===== src/design/tlcs_pkg.sv =====
// ============================================================================
// tlcs_pkg: shared types and constants for the line centre steering block
// Payload structs, register map, frame geometry and pulse law constants.
// ============================================================================
package tlcs_pkg;

   // Frame geometry
   localparam int IMAGE_WIDTH = 188;

   localparam logic [7:0] HALF_WIDTH = 8'(IMAGE_WIDTH / 2);
   localparam logic [7:0] SCAN_FIRST = 8'd1;
   localparam logic [7:0] SCAN_LAST  = 8'(IMAGE_WIDTH - 2);
   localparam logic [7:0] LAST_COL   = 8'(IMAGE_WIDTH - 1);
   localparam logic [7:0] FAR_EDGE   = 8'(IMAGE_WIDTH - 11);
   localparam logic [7:0] NEAR_EDGE  = 8'd10;
   localparam logic [7:0] EDGE_NONE  = 8'd255;
   localparam logic [7:0] COUNT_MIN  = 8'd3;
   localparam logic [7:0] COUNT_MAX  = 8'd10;
   localparam logic [7:0] COUNT_SAT  = 8'd255;

   // Pulse law: base pulse width with four fraction bits
   localparam logic signed [19:0] BASE_PULSE_SCALED = 20'sd24000;

   // Number of scanned rows
   localparam int NUM_ROWS = 3;

   // Register map (word index)
   localparam logic [2:0] REG_P_GAIN     = 3'd0;
   localparam logic [2:0] REG_D_GAIN     = 3'd1;
   localparam logic [2:0] REG_UPPER_ROW  = 3'd2;
   localparam logic [2:0] REG_MIDDLE_ROW = 3'd3;
   localparam logic [2:0] REG_LOWER_ROW  = 3'd4;

   // Centre source codes
   localparam logic [1:0] SRC_UPPER  = 2'd0;
   localparam logic [1:0] SRC_MIDDLE = 2'd1;
   localparam logic [1:0] SRC_LOWER  = 2'd2;
   localparam logic [1:0] SRC_HELD   = 2'd3;

   typedef struct packed {
      logic [7:0] pixel_value;
      logic [5:0] row_index;
      logic [7:0] column_index;
      logic       frame_end;
   } req_type;

   typedef struct packed {
      logic [15:0] pulse_width;
      logic [7:0]  line_center;
      logic [1:0]  center_source;
      logic [7:0]  upper_black_count;
      logic [7:0]  middle_black_count;
      logic [7:0]  lower_black_count;
   } rsp_type;

   typedef struct packed {
      logic [7:0]                 p_gain;
      logic [7:0]                 d_gain;
      logic [NUM_ROWS-1:0][5:0]   row_sel;
   } cfg_type;

   // Per-row statistics gathered over one frame
   typedef struct packed {
      logic [NUM_ROWS-1:0][7:0] count;
      logic [NUM_ROWS-1:0][7:0] left;
      logic [NUM_ROWS-1:0][7:0] right;
   } row_stats_type;

   // Chosen centre with the PD operands
   typedef struct packed {
      logic [7:0]               center;
      logic [1:0]               source;
      logic [NUM_ROWS-1:0][7:0] count;
      logic signed [9:0]        err;
      logic signed [8:0]        delta;
   } ctr_type;

endpackage


===== src/design/three_row_line_center_steering.sv =====
// ============================================================================
// three_row_line_center_steering: line centre and steering pulse from a frame
// Scans three configured rows of a binarised raster frame for black runs,
// picks a line centre at frame end and turns it into a steering pulse width.
// ============================================================================
//
//   channel | ports       | moves                               | handshake
//   --------+-------------+-------------------------------------+-------------------
//   req     | req_*       | one pixel (req_type)                | valid / stall
//   rsp     | rsp_*       | one frame result (rsp_type)         | valid / stall
//   csr     | csr_*       | gains and row selections            | APB-style, no wait
//
// One pixel transaction is taken every cycle unless a held frame end pixel
// stalls the input. A frame end pixel's result transaction passes the input
// register, statistics snapshot, centre register and result register. A waiting
// result stalls only later frame end pixels, and only once the snapshot and
// centre slots are full; ordinary pixels keep flowing until such a pixel is held.
// Synchronous reset clears the row statistics, the run tracker, the held centre
// and every valid flag and loads the register defaults; no clearing pass is needed.
//
module three_row_line_center_steering
   import tlcs_pkg::*;
(
   input  logic        clock,
   input  logic        reset,
   // pixel input
   input  logic        req_valid,
   output logic        req_stall,
   input  req_type     req_payload,
   // frame result
   output logic        rsp_valid,
   input  logic        rsp_stall,
   output rsp_type     rsp_payload,
   // configuration
   input  logic        csr_psel,
   input  logic        csr_penable,
   input  logic        csr_pwrite,
   input  logic [4:0]  csr_paddr,
   input  logic [31:0] csr_pwdata,
   output logic [31:0] csr_prdata,
   output logic        csr_pready
);

   cfg_type       cfg;
   logic          snap_valid;
   logic          snap_stall;
   row_stats_type snap;
   logic          ctr_valid;
   logic          ctr_stall;
   ctr_type       ctr;

   // Register file: gains and the three row selections
   tlcs_csr u_csr (
      .clock       (clock),
      .reset       (reset),
      .csr_psel    (csr_psel),
      .csr_penable (csr_penable),
      .csr_pwrite  (csr_pwrite),
      .csr_paddr   (csr_paddr),
      .csr_pwdata  (csr_pwdata),
      .csr_prdata  (csr_prdata),
      .csr_pready  (csr_pready),
      .cfg         (cfg)
   );

   // Count black pixels and record run starts; snapshot and clear at frame end
   tlcs_row_track u_row_track (
      .clock       (clock),
      .reset       (reset),
      .req_valid   (req_valid),
      .req_stall   (req_stall),
      .req_payload (req_payload),
      .cfg         (cfg),
      .snap_valid  (snap_valid),
      .snap_stall  (snap_stall),
      .snap        (snap)
   );

   // Pick the first usable row centre, else hold the last one
   tlcs_center u_center (
      .clock      (clock),
      .reset      (reset),
      .snap_valid (snap_valid),
      .snap_stall (snap_stall),
      .snap       (snap),
      .ctr_valid  (ctr_valid),
      .ctr_stall  (ctr_stall),
      .ctr        (ctr)
   );

   // Apply the PD law and hold the result transaction until taken
   tlcs_pd u_pd (
      .clock       (clock),
      .reset       (reset),
      .cfg         (cfg),
      .ctr_valid   (ctr_valid),
      .ctr_stall   (ctr_stall),
      .ctr         (ctr),
      .rsp_valid   (rsp_valid),
      .rsp_stall   (rsp_stall),
      .rsp_payload (rsp_payload)
   );

endmodule


===== src/design/tlcs_csr.sv =====
// ============================================================================
// tlcs_csr: configuration registers
// Gains and row selections behind a simple APB-style port.
// ============================================================================
module tlcs_csr
   import tlcs_pkg::*;
(
   input  logic        clock,
   input  logic        reset,
   input  logic        csr_psel,
   input  logic        csr_penable,
   input  logic        csr_pwrite,
   input  logic [4:0]  csr_paddr,
   input  logic [31:0] csr_pwdata,
   output logic [31:0] csr_prdata,
   output logic        csr_pready,
   output cfg_type     cfg
);

   cfg_type    cfg_ff;
   cfg_type    cfg_in;
   logic [2:0] reg_index;
   logic       wr_en;

   assign reg_index  = csr_paddr[4:2];
   assign csr_pready = 1'b1;
   assign wr_en      = csr_psel && csr_penable && csr_pwrite;

   always_comb begin
      cfg_in = cfg_ff;
      if (wr_en) begin
         unique case (reg_index)
            REG_P_GAIN:     cfg_in.p_gain     = csr_pwdata[7:0];
            REG_D_GAIN:     cfg_in.d_gain     = csr_pwdata[7:0];
            REG_UPPER_ROW:  cfg_in.row_sel[0] = csr_pwdata[5:0];
            REG_MIDDLE_ROW: cfg_in.row_sel[1] = csr_pwdata[5:0];
            REG_LOWER_ROW:  cfg_in.row_sel[2] = csr_pwdata[5:0];
            default:        cfg_in = cfg_ff;
         endcase
      end
   end

   always_ff @(posedge clock) begin
      if (reset) begin
         cfg_ff.p_gain     <= 8'd96;
         cfg_ff.d_gain     <= 8'd224;
         cfg_ff.row_sel[0] <= 6'd5;
         cfg_ff.row_sel[1] <= 6'd20;
         cfg_ff.row_sel[2] <= 6'd35;
      end else begin
         cfg_ff <= cfg_in;
      end
   end

   always_comb begin
      unique case (reg_index)
         REG_P_GAIN:     csr_prdata = {24'd0, cfg_ff.p_gain};
         REG_D_GAIN:     csr_prdata = {24'd0, cfg_ff.d_gain};
         REG_UPPER_ROW:  csr_prdata = {26'd0, cfg_ff.row_sel[0]};
         REG_MIDDLE_ROW: csr_prdata = {26'd0, cfg_ff.row_sel[1]};
         REG_LOWER_ROW:  csr_prdata = {26'd0, cfg_ff.row_sel[2]};
         default:        csr_prdata = 32'd0;
      endcase
   end

   assign cfg = cfg_ff;

endmodule


===== src/design/tlcs_row_track.sv =====
// ============================================================================
// tlcs_row_track: per-row black pixel statistics
// Registers each pixel, updates counts and run-start edges, snapshots on frame end.
// ============================================================================
module tlcs_row_track
   import tlcs_pkg::*;
(
   input  logic          clock,
   input  logic          reset,
   input  logic          req_valid,
   output logic          req_stall,
   input  req_type       req_payload,
   input  cfg_type       cfg,
   output logic          snap_valid,
   input  logic          snap_stall,
   output row_stats_type snap
);

   logic          in_valid_ff;
   logic          in_valid_in;
   req_type       in_ff;
   row_stats_type stats_ff;
   row_stats_type stats_in;
   row_stats_type stats_next;
   logic          prev_black_ff;
   logic          prev_black_in;
   logic          snap_valid_ff;
   logic          snap_valid_in;
   row_stats_type snap_ff;
   logic          hold;
   logic          retire;
   logic          take_snap;
   logic          black;
   logic          in_scan;
   logic          hit;

   // A frame end item waits only when the snapshot slot is still occupied and stalled
   assign hold      = in_valid_ff && in_ff.frame_end && snap_valid_ff && snap_stall;
   assign retire    = in_valid_ff && !hold;
   assign take_snap = retire && in_ff.frame_end;
   assign req_stall = hold;

   assign black   = (in_ff.pixel_value == 8'd0);
   assign in_scan = (in_ff.column_index >= SCAN_FIRST) && (in_ff.column_index <= SCAN_LAST);

   always_comb begin
      stats_next = stats_ff;
      hit        = 1'b0;
      for (int r = 0; r < NUM_ROWS; r++) begin
         hit = in_scan && black && (in_ff.row_index == cfg.row_sel[r]);
         if (hit) begin
            if (stats_ff.count[r] != COUNT_SAT) begin
               stats_next.count[r] = stats_ff.count[r] + 8'd1;
            end
            if (!prev_black_ff) begin
               if (stats_ff.left[r] == EDGE_NONE) begin
                  stats_next.left[r] = in_ff.column_index;
               end else begin
                  stats_next.right[r] = in_ff.column_index;
               end
            end
         end
      end
   end

   always_comb begin
      stats_in      = stats_ff;
      prev_black_in = prev_black_ff;
      if (retire) begin
         prev_black_in = black;
         if (in_ff.frame_end) begin
            for (int r = 0; r < NUM_ROWS; r++) begin
               stats_in.count[r] = 8'd0;
               stats_in.left[r]  = EDGE_NONE;
               stats_in.right[r] = EDGE_NONE;
            end
         end else begin
            stats_in = stats_next;
         end
      end
      in_valid_in = hold ? 1'b1 : req_valid;
      priority if (take_snap) begin
         snap_valid_in = 1'b1;
      end else if (!snap_stall) begin
         snap_valid_in = 1'b0;
      end else begin
         snap_valid_in = snap_valid_ff;
      end
   end

   always_ff @(posedge clock) begin
      if (reset) begin
         in_valid_ff   <= 1'b0;
         prev_black_ff <= 1'b0;
         snap_valid_ff <= 1'b0;
         for (int r = 0; r < NUM_ROWS; r++) begin
            stats_ff.count[r] <= 8'd0;
            stats_ff.left[r]  <= EDGE_NONE;
            stats_ff.right[r] <= EDGE_NONE;
         end
      end else begin
         in_valid_ff   <= in_valid_in;
         prev_black_ff <= prev_black_in;
         snap_valid_ff <= snap_valid_in;
         stats_ff      <= stats_in;
      end
   end

   always_ff @(posedge clock) begin
      if (req_valid && !req_stall) begin
         in_ff <= req_payload;
      end
      if (take_snap) begin
         snap_ff <= stats_next;
      end
   end

   assign snap_valid = snap_valid_ff;
   assign snap       = snap_ff;

endmodule


===== src/design/tlcs_center.sv =====
// ============================================================================
// tlcs_center: line centre selection
// Picks the first usable row centre, holds the last centre, forms PD operands.
// ============================================================================
module tlcs_center
   import tlcs_pkg::*;
(
   input  logic          clock,
   input  logic          reset,
   input  logic          snap_valid,
   output logic          snap_stall,
   input  row_stats_type snap,
   output logic          ctr_valid,
   input  logic          ctr_stall,
   output ctr_type       ctr
);

   logic                 ctr_valid_ff;
   logic                 ctr_valid_in;
   ctr_type              ctr_ff;
   ctr_type              ctr_in;
   logic [7:0]           last_center_ff;
   logic                 load;
   logic [NUM_ROWS-1:0]  row_ok;
   logic [NUM_ROWS-1:0][7:0] row_ctr;

   function automatic logic [7:0] row_center(input logic [7:0] l, input logic [7:0] r);
      logic [8:0] sum_both;
      logic [8:0] sum_far;
      logic [7:0] c;
      sum_both = {1'b0, l} + {1'b0, r};
      sum_far  = {1'b0, l} + 9'(IMAGE_WIDTH);
      priority if (r != EDGE_NONE) begin
         c = sum_both[8:1];
      end else if (l < HALF_WIDTH) begin
         c = (l < NEAR_EDGE) ? 8'd0 : {1'b0, l[7:1]};
      end else if (l > FAR_EDGE) begin
         c = LAST_COL;
      end else begin
         c = sum_far[8:1];
      end
      return c;
   endfunction

   assign snap_stall = ctr_valid_ff && ctr_stall;
   assign load       = snap_valid && !snap_stall;

   always_comb begin
      for (int r = 0; r < NUM_ROWS; r++) begin
         row_ok[r]  = (snap.count[r] >= COUNT_MIN) && (snap.count[r] <= COUNT_MAX);
         row_ctr[r] = row_center(snap.left[r], snap.right[r]);
      end
      ctr_in.count = snap.count;
      priority if (row_ok[0]) begin
         ctr_in.center = row_ctr[0];
         ctr_in.source = SRC_UPPER;
      end else if (row_ok[1]) begin
         ctr_in.center = row_ctr[1];
         ctr_in.source = SRC_MIDDLE;
      end else if (row_ok[2]) begin
         ctr_in.center = row_ctr[2];
         ctr_in.source = SRC_LOWER;
      end else begin
         ctr_in.center = last_center_ff;
         ctr_in.source = SRC_HELD;
      end
      ctr_in.err   = $signed({2'b00, HALF_WIDTH}) - $signed({2'b00, ctr_in.center});
      ctr_in.delta = $signed({1'b0, last_center_ff}) - $signed({1'b0, ctr_in.center});
      priority if (load) begin
         ctr_valid_in = 1'b1;
      end else if (!ctr_stall) begin
         ctr_valid_in = 1'b0;
      end else begin
         ctr_valid_in = ctr_valid_ff;
      end
   end

   always_ff @(posedge clock) begin
      if (reset) begin
         ctr_valid_ff   <= 1'b0;
         last_center_ff <= 8'd0;
      end else begin
         ctr_valid_ff <= ctr_valid_in;
         if (load) begin
            last_center_ff <= ctr_in.center;
         end
      end
   end

   always_ff @(posedge clock) begin
      if (load) begin
         ctr_ff <= ctr_in;
      end
   end

   assign ctr_valid = ctr_valid_ff;
   assign ctr       = ctr_ff;

endmodule


===== src/design/tlcs_pd.sv =====
// ============================================================================
// tlcs_pd: steering pulse law
// Applies the PD law in fixed point and holds the result transaction.
// ============================================================================
module tlcs_pd
   import tlcs_pkg::*;
(
   input  logic    clock,
   input  logic    reset,
   input  cfg_type cfg,
   input  logic    ctr_valid,
   output logic    ctr_stall,
   input  ctr_type ctr,
   output logic    rsp_valid,
   input  logic    rsp_stall,
   output rsp_type rsp_payload
);

   logic               rsp_valid_ff;
   logic               rsp_valid_in;
   rsp_type            rsp_ff;
   rsp_type            rsp_in;
   logic               load;
   logic signed [18:0] p_term;
   logic signed [17:0] d_term;
   logic signed [19:0] sum;

   assign ctr_stall = rsp_valid_ff && rsp_stall;
   assign load      = ctr_valid && !ctr_stall;

   assign p_term = $signed({1'b0, cfg.p_gain}) * ctr.err;
   assign d_term = $signed({1'b0, cfg.d_gain}) * ctr.delta;
   assign sum    = BASE_PULSE_SCALED + 20'(p_term) + 20'(d_term);

   always_comb begin
      // The sum stays below 2^19, so only the lower clamp can bite
      rsp_in.pulse_width        = sum[19] ? 16'd0 : sum[19:4];
      rsp_in.line_center        = ctr.center;
      rsp_in.center_source      = ctr.source;
      rsp_in.upper_black_count  = ctr.count[0];
      rsp_in.middle_black_count = ctr.count[1];
      rsp_in.lower_black_count  = ctr.count[2];
      priority if (load) begin
         rsp_valid_in = 1'b1;
      end else if (!rsp_stall) begin
         rsp_valid_in = 1'b0;
      end else begin
         rsp_valid_in = rsp_valid_ff;
      end
   end

   always_ff @(posedge clock) begin
      if (reset) begin
         rsp_valid_ff <= 1'b0;
      end else begin
         rsp_valid_ff <= rsp_valid_in;
      end
   end

   always_ff @(posedge clock) begin
      if (load) begin
         rsp_ff <= rsp_in;
      end
   end

   assign rsp_valid   = rsp_valid_ff;
   assign rsp_payload = rsp_ff;

endmodule

===== config.mk =====
export PLATFORM = sky130hd
export DESIGN_NAME = three_row_line_center_steering
export DESIGN_NICKNAME = d
export VERILOG_FILES = /design/src/design/tlcs_pkg.sv /design/src/design/three_row_line_center_steering.sv /design/src/design/tlcs_csr.sv /design/src/design/tlcs_row_track.sv /design/src/design/tlcs_center.sv /design/src/design/tlcs_pd.sv
export SDC_FILE = /design/constraint.sdc
export NUM_CORES = 1
export LEC_CHECK = 0
export CORE_MARGIN = 3
export CORE_UTILIZATION = 55
export DETAILED_ROUTE_END_ITERATION = 12
export DONT_BUFFER_PORTS = 1
export PLACE_DENSITY = 0.7
export SYNTH_ARGS = -nofsm -noshare
export SYNTH_HDL_FRONTEND = slang
export SYNTH_SLANG_ARGS = --single-unit

===== constraint.sdc =====
create_clock -name clock -period 10 [get_ports clock]
set_clock_uncertainty 0.15 [all_clocks]
set_input_delay 2.5 -clock clock [delete_from_list [all_inputs] [get_ports clock]]
set_output_delay 2.5 -clock clock [all_outputs]
set_load 0.01 [all_outputs]

==> reports/metrics.yaml <==
grt:
  busiest_layer: "met2"
  grt_pass1_wl_um: 71700
  antenna_found_initial: 5
  grt_max_degree: 113
  gr-usage-met2_pct: 39.0
  gr-usage-met3_pct: 3.99
  gr-usage-met1_pct: 29.6
  grt_pass1_vias: 13635
  grt_use_total_pct: 23.0
  grt-ovfl-total: 0
detailed_routing:
  avgRoutedWirePerCell_um: 18.8
  dr.pass1.iters: 5
  ant_nets: 0
  vias_per_cell: 5.83
  drt-total-wl_um: 44600
  dr.first_iter.drc_count: 901
  remaining_drc_errors: 0
  num_vias: 13874
power_and_ir_drop:
  p_int_w: 0.00237
  powerDensity_nw_per_um2: 149
  power.static_leakage_nw: 8.53
  power_frac_clock_pct: 39.0
  power.total_w: 0.00320
  pwr-share-comb_pct: 16.1
  max-vdd-ir-drop_v: 0.000158
  power.switching_w: 0.000832
  switching_share_pct: 26.0
  pwr-share-seq_pct: 44.9
layout:
  syn_to_final_growth_pct: 7.03
  fillCellCount: 2911
  regArea_um2: 8240
  multi_input_area_um2: 10800
  drive_gt1_share_pct: 7.78
  final_cells: 2378
  nets: 2217
sta:
  rsz0062_at_grt: "no"
  setup_viol: 0
  setup_ws_ps: 1280
  whs_ps: 265
  relSlewSlack_pct: 14.0
  max_freq_mhz: 115
  setup_tns_ps: 0
  finalHoldViolCount: 0
  finalCritPeriodShare_pct: 87.2
  finalCriticalPeriod_ps: 8720
  slew_viol_final: 0
  tightest_slew_ps: 1280
clock_network:
  cts_setup_buffers: 0
  clk_pin_slew_worst_paths_ps: 60
  clk_path_buf_depth: 3
  cts-htree-levels: 2
  cts_resized: 0
  cts.sinks: 314
  clock_latency_ps: 530
  cts_root_buf: "clkbuf_16"
  cts_tree: "built"
  cts_hold_buf: 0
  cts_buffers: 35
logic_synthesis:
  syn_area_um2: 20100
  ys_top_cells_by_count: "edfxtp_1, inv_1, nand2_1"
  ys_ff_latch: 314
  async_flop_share_pct: 0
  yosys-top-cells-area: "edfxtp_1, dfxtp_1, fa_1"
  synthMostInstantiatedCell: "edfxtp_1"
  synth_top_area_share_pct: 29.1
  synthFlopType: "edfxtp_1"
  yosysTopAreaCell: "edfxtp_1"
  yosysWarnings: 0
  synth_cell_types: 79
  syn_inst: 1920
  avgSynthCellArea_um2: 10.5
  yosysSeqAreaShare_pct: 40.9
  synth-edff-count: 195
worst_setup_path:
  worstPathRequired_ps: 10080
  cp.arrival_ps: 8800
  cp_max_fo: 14
  crit_top_cell: "fa_1"
  ff2ff_path_depth: 28
  crit_path_end_kind: "register"
  cp-start-kind: "register"
  r2r_slack_ps: 1280
  slowest_stage: "xor2_1"
  r2r-end: "u_pd.rsp_payload[37]$_SDFFCE_PP0P_"
  r2r_start: "u_csr.cfg[31]$_SDFFE_PP1P_"
  max_stage_delay_ps: 760
  critical_path_class: "reg2reg"
worst_hold_path:
  min_path_type: "reg2reg"
  min_delay_path_depth: 0
  min_to: "u_pd.rsp_payload[22]$_DFFE_PP_"
  hold_start: "u_center.ctr[25]$_DFFE_PP_"
flow_run:
  drv_cap: 0
floorplan:
  core.rowCount: 69
  core_area_um2: 35800
  dieHeight_um: 197
  ioPinCount: 152
  start_util_pct: 56.2
  die-area_um2: 38900
  die_w_um: 197
place:
  post-place-ws_ps: 1140
  portBuffers: 0
  dp.cells: 2313
  hpwl_um: 33000
  gp_congestion: 0.868
run_status:
  outcome: "finished, final reports clean"
## stage by stage
stage	utilization, %	instance area (µm²)
6_report	60.1	21500
5_1_grt	60.1	21500
4_1_cts	60.1	21500
3_5_place_dp	56.9	20400
3_3_place_gp	56.9	20400
2_1_floorplan	-	20200
## cells by family after synthesis
family,share of synthesized area (%)
AOI/OAI and AO/OA,11.1
other,0.0373
adders and majority gates,20.2
and+or+nand+nor,14.3
xor gates and xnor gates,3.87
muxes,3.69
buffers and inverters,5.92
DFF,40.9
## sequential cells by signal, indices dropped and copies added, names as in the netlist, 8 cells and up
register / count
u_row_track.stats_ff: 72
u_csr.cfg: 34
u_pd.rsp_payload: 49
u_center.ctr: 51
u_row_track.snap: 72
u_center.last_center_ff: 8
u_row_track.in_ff: 23
## cell usage in the layout (no fill, tap or decap), drive strengths merged, types with 23 or more instances in the layout
master and n:
a21oi 84, a22oi 25, and2 66, clkbuf 43, conb 26, dfxtp 119
edfxtp 195, fa 106, ha 155, inv 187, mux2 49, nand2 157
nand2b 60, nand3 30, nand4 28, nor2 127, nor3 23, o21a 23
o21ai 34, o22ai 40, xnor2 51, xor2 38
## layout make-up
cell class              instances  area share (%)
well taps                     461            2.68
flip-flops and latches        314            38.3
clock inverters                20           0.784
inverters                     186            3.24
multi-input cells            1344            50.2
clock buffers                  43            4.54
diodes                          2          0.0232
repair buffers                  8           0.279
## power groups by stage
stage	clock network (W)	logic (W)	registers (W)
floorplan	0	0.000447	0.00145
global placement	0	0.000510	0.00147
detailed placement	0	0.000518	0.00147
CTS	0.00127	0.000522	0.00144
global route	0.00133	0.000593	0.00144
finish	0.00125	0.000514	0.00144
## critical path: cells and delay by family (launching register included)
kind / cells / cell delay [ps]
DFF: 1 / 600
xor gates and xnor gates: 2 / 960
adders and majority gates: 11 / 4760
and+or+nand+nor: 3 / 380
buffers and inverters: 5 / 240
AOI/OAI and AO/OA: 7 / 1320
## how the worst max path moves through the flow
stage | from | to | slack (ps) | cells after the start
after floorplan | u_csr.cfg[26]$_SDFFE_PP0P_ | u_pd.rsp_payload[38]$_SDFFCE_PP0P_ | 2070 | 27
after global placement | u_center.ctr[17]$_DFFE_PP_ | u_pd.rsp_payload[43]$_SDFFCE_PP0P_ | 1290 | 25
after detailed placement | u_csr.cfg[26]$_SDFFE_PP0P_ | u_pd.rsp_payload[38]$_SDFFCE_PP0P_ | 1140 | 25
after CTS | u_csr.cfg[26]$_SDFFE_PP0P_ | u_pd.rsp_payload[37]$_SDFFCE_PP0P_ | 1110 | 25
after global routing | u_csr.cfg[30]$_SDFFE_PP0P_ | u_pd.rsp_payload[37]$_SDFFCE_PP0P_ | 650 | 29
final | u_csr.cfg[31]$_SDFFE_PP1P_ | u_pd.rsp_payload[37]$_SDFFCE_PP0P_ | 1280 | 28
## layer usage
layer  vias up  part of all wire (%)
li1       6587                     -
met1      6746                    42
met5         -                  0.14
met4         6                   4.0
met2       427                    48
met3       108                   5.6
(Power assumes the default switching activity.)
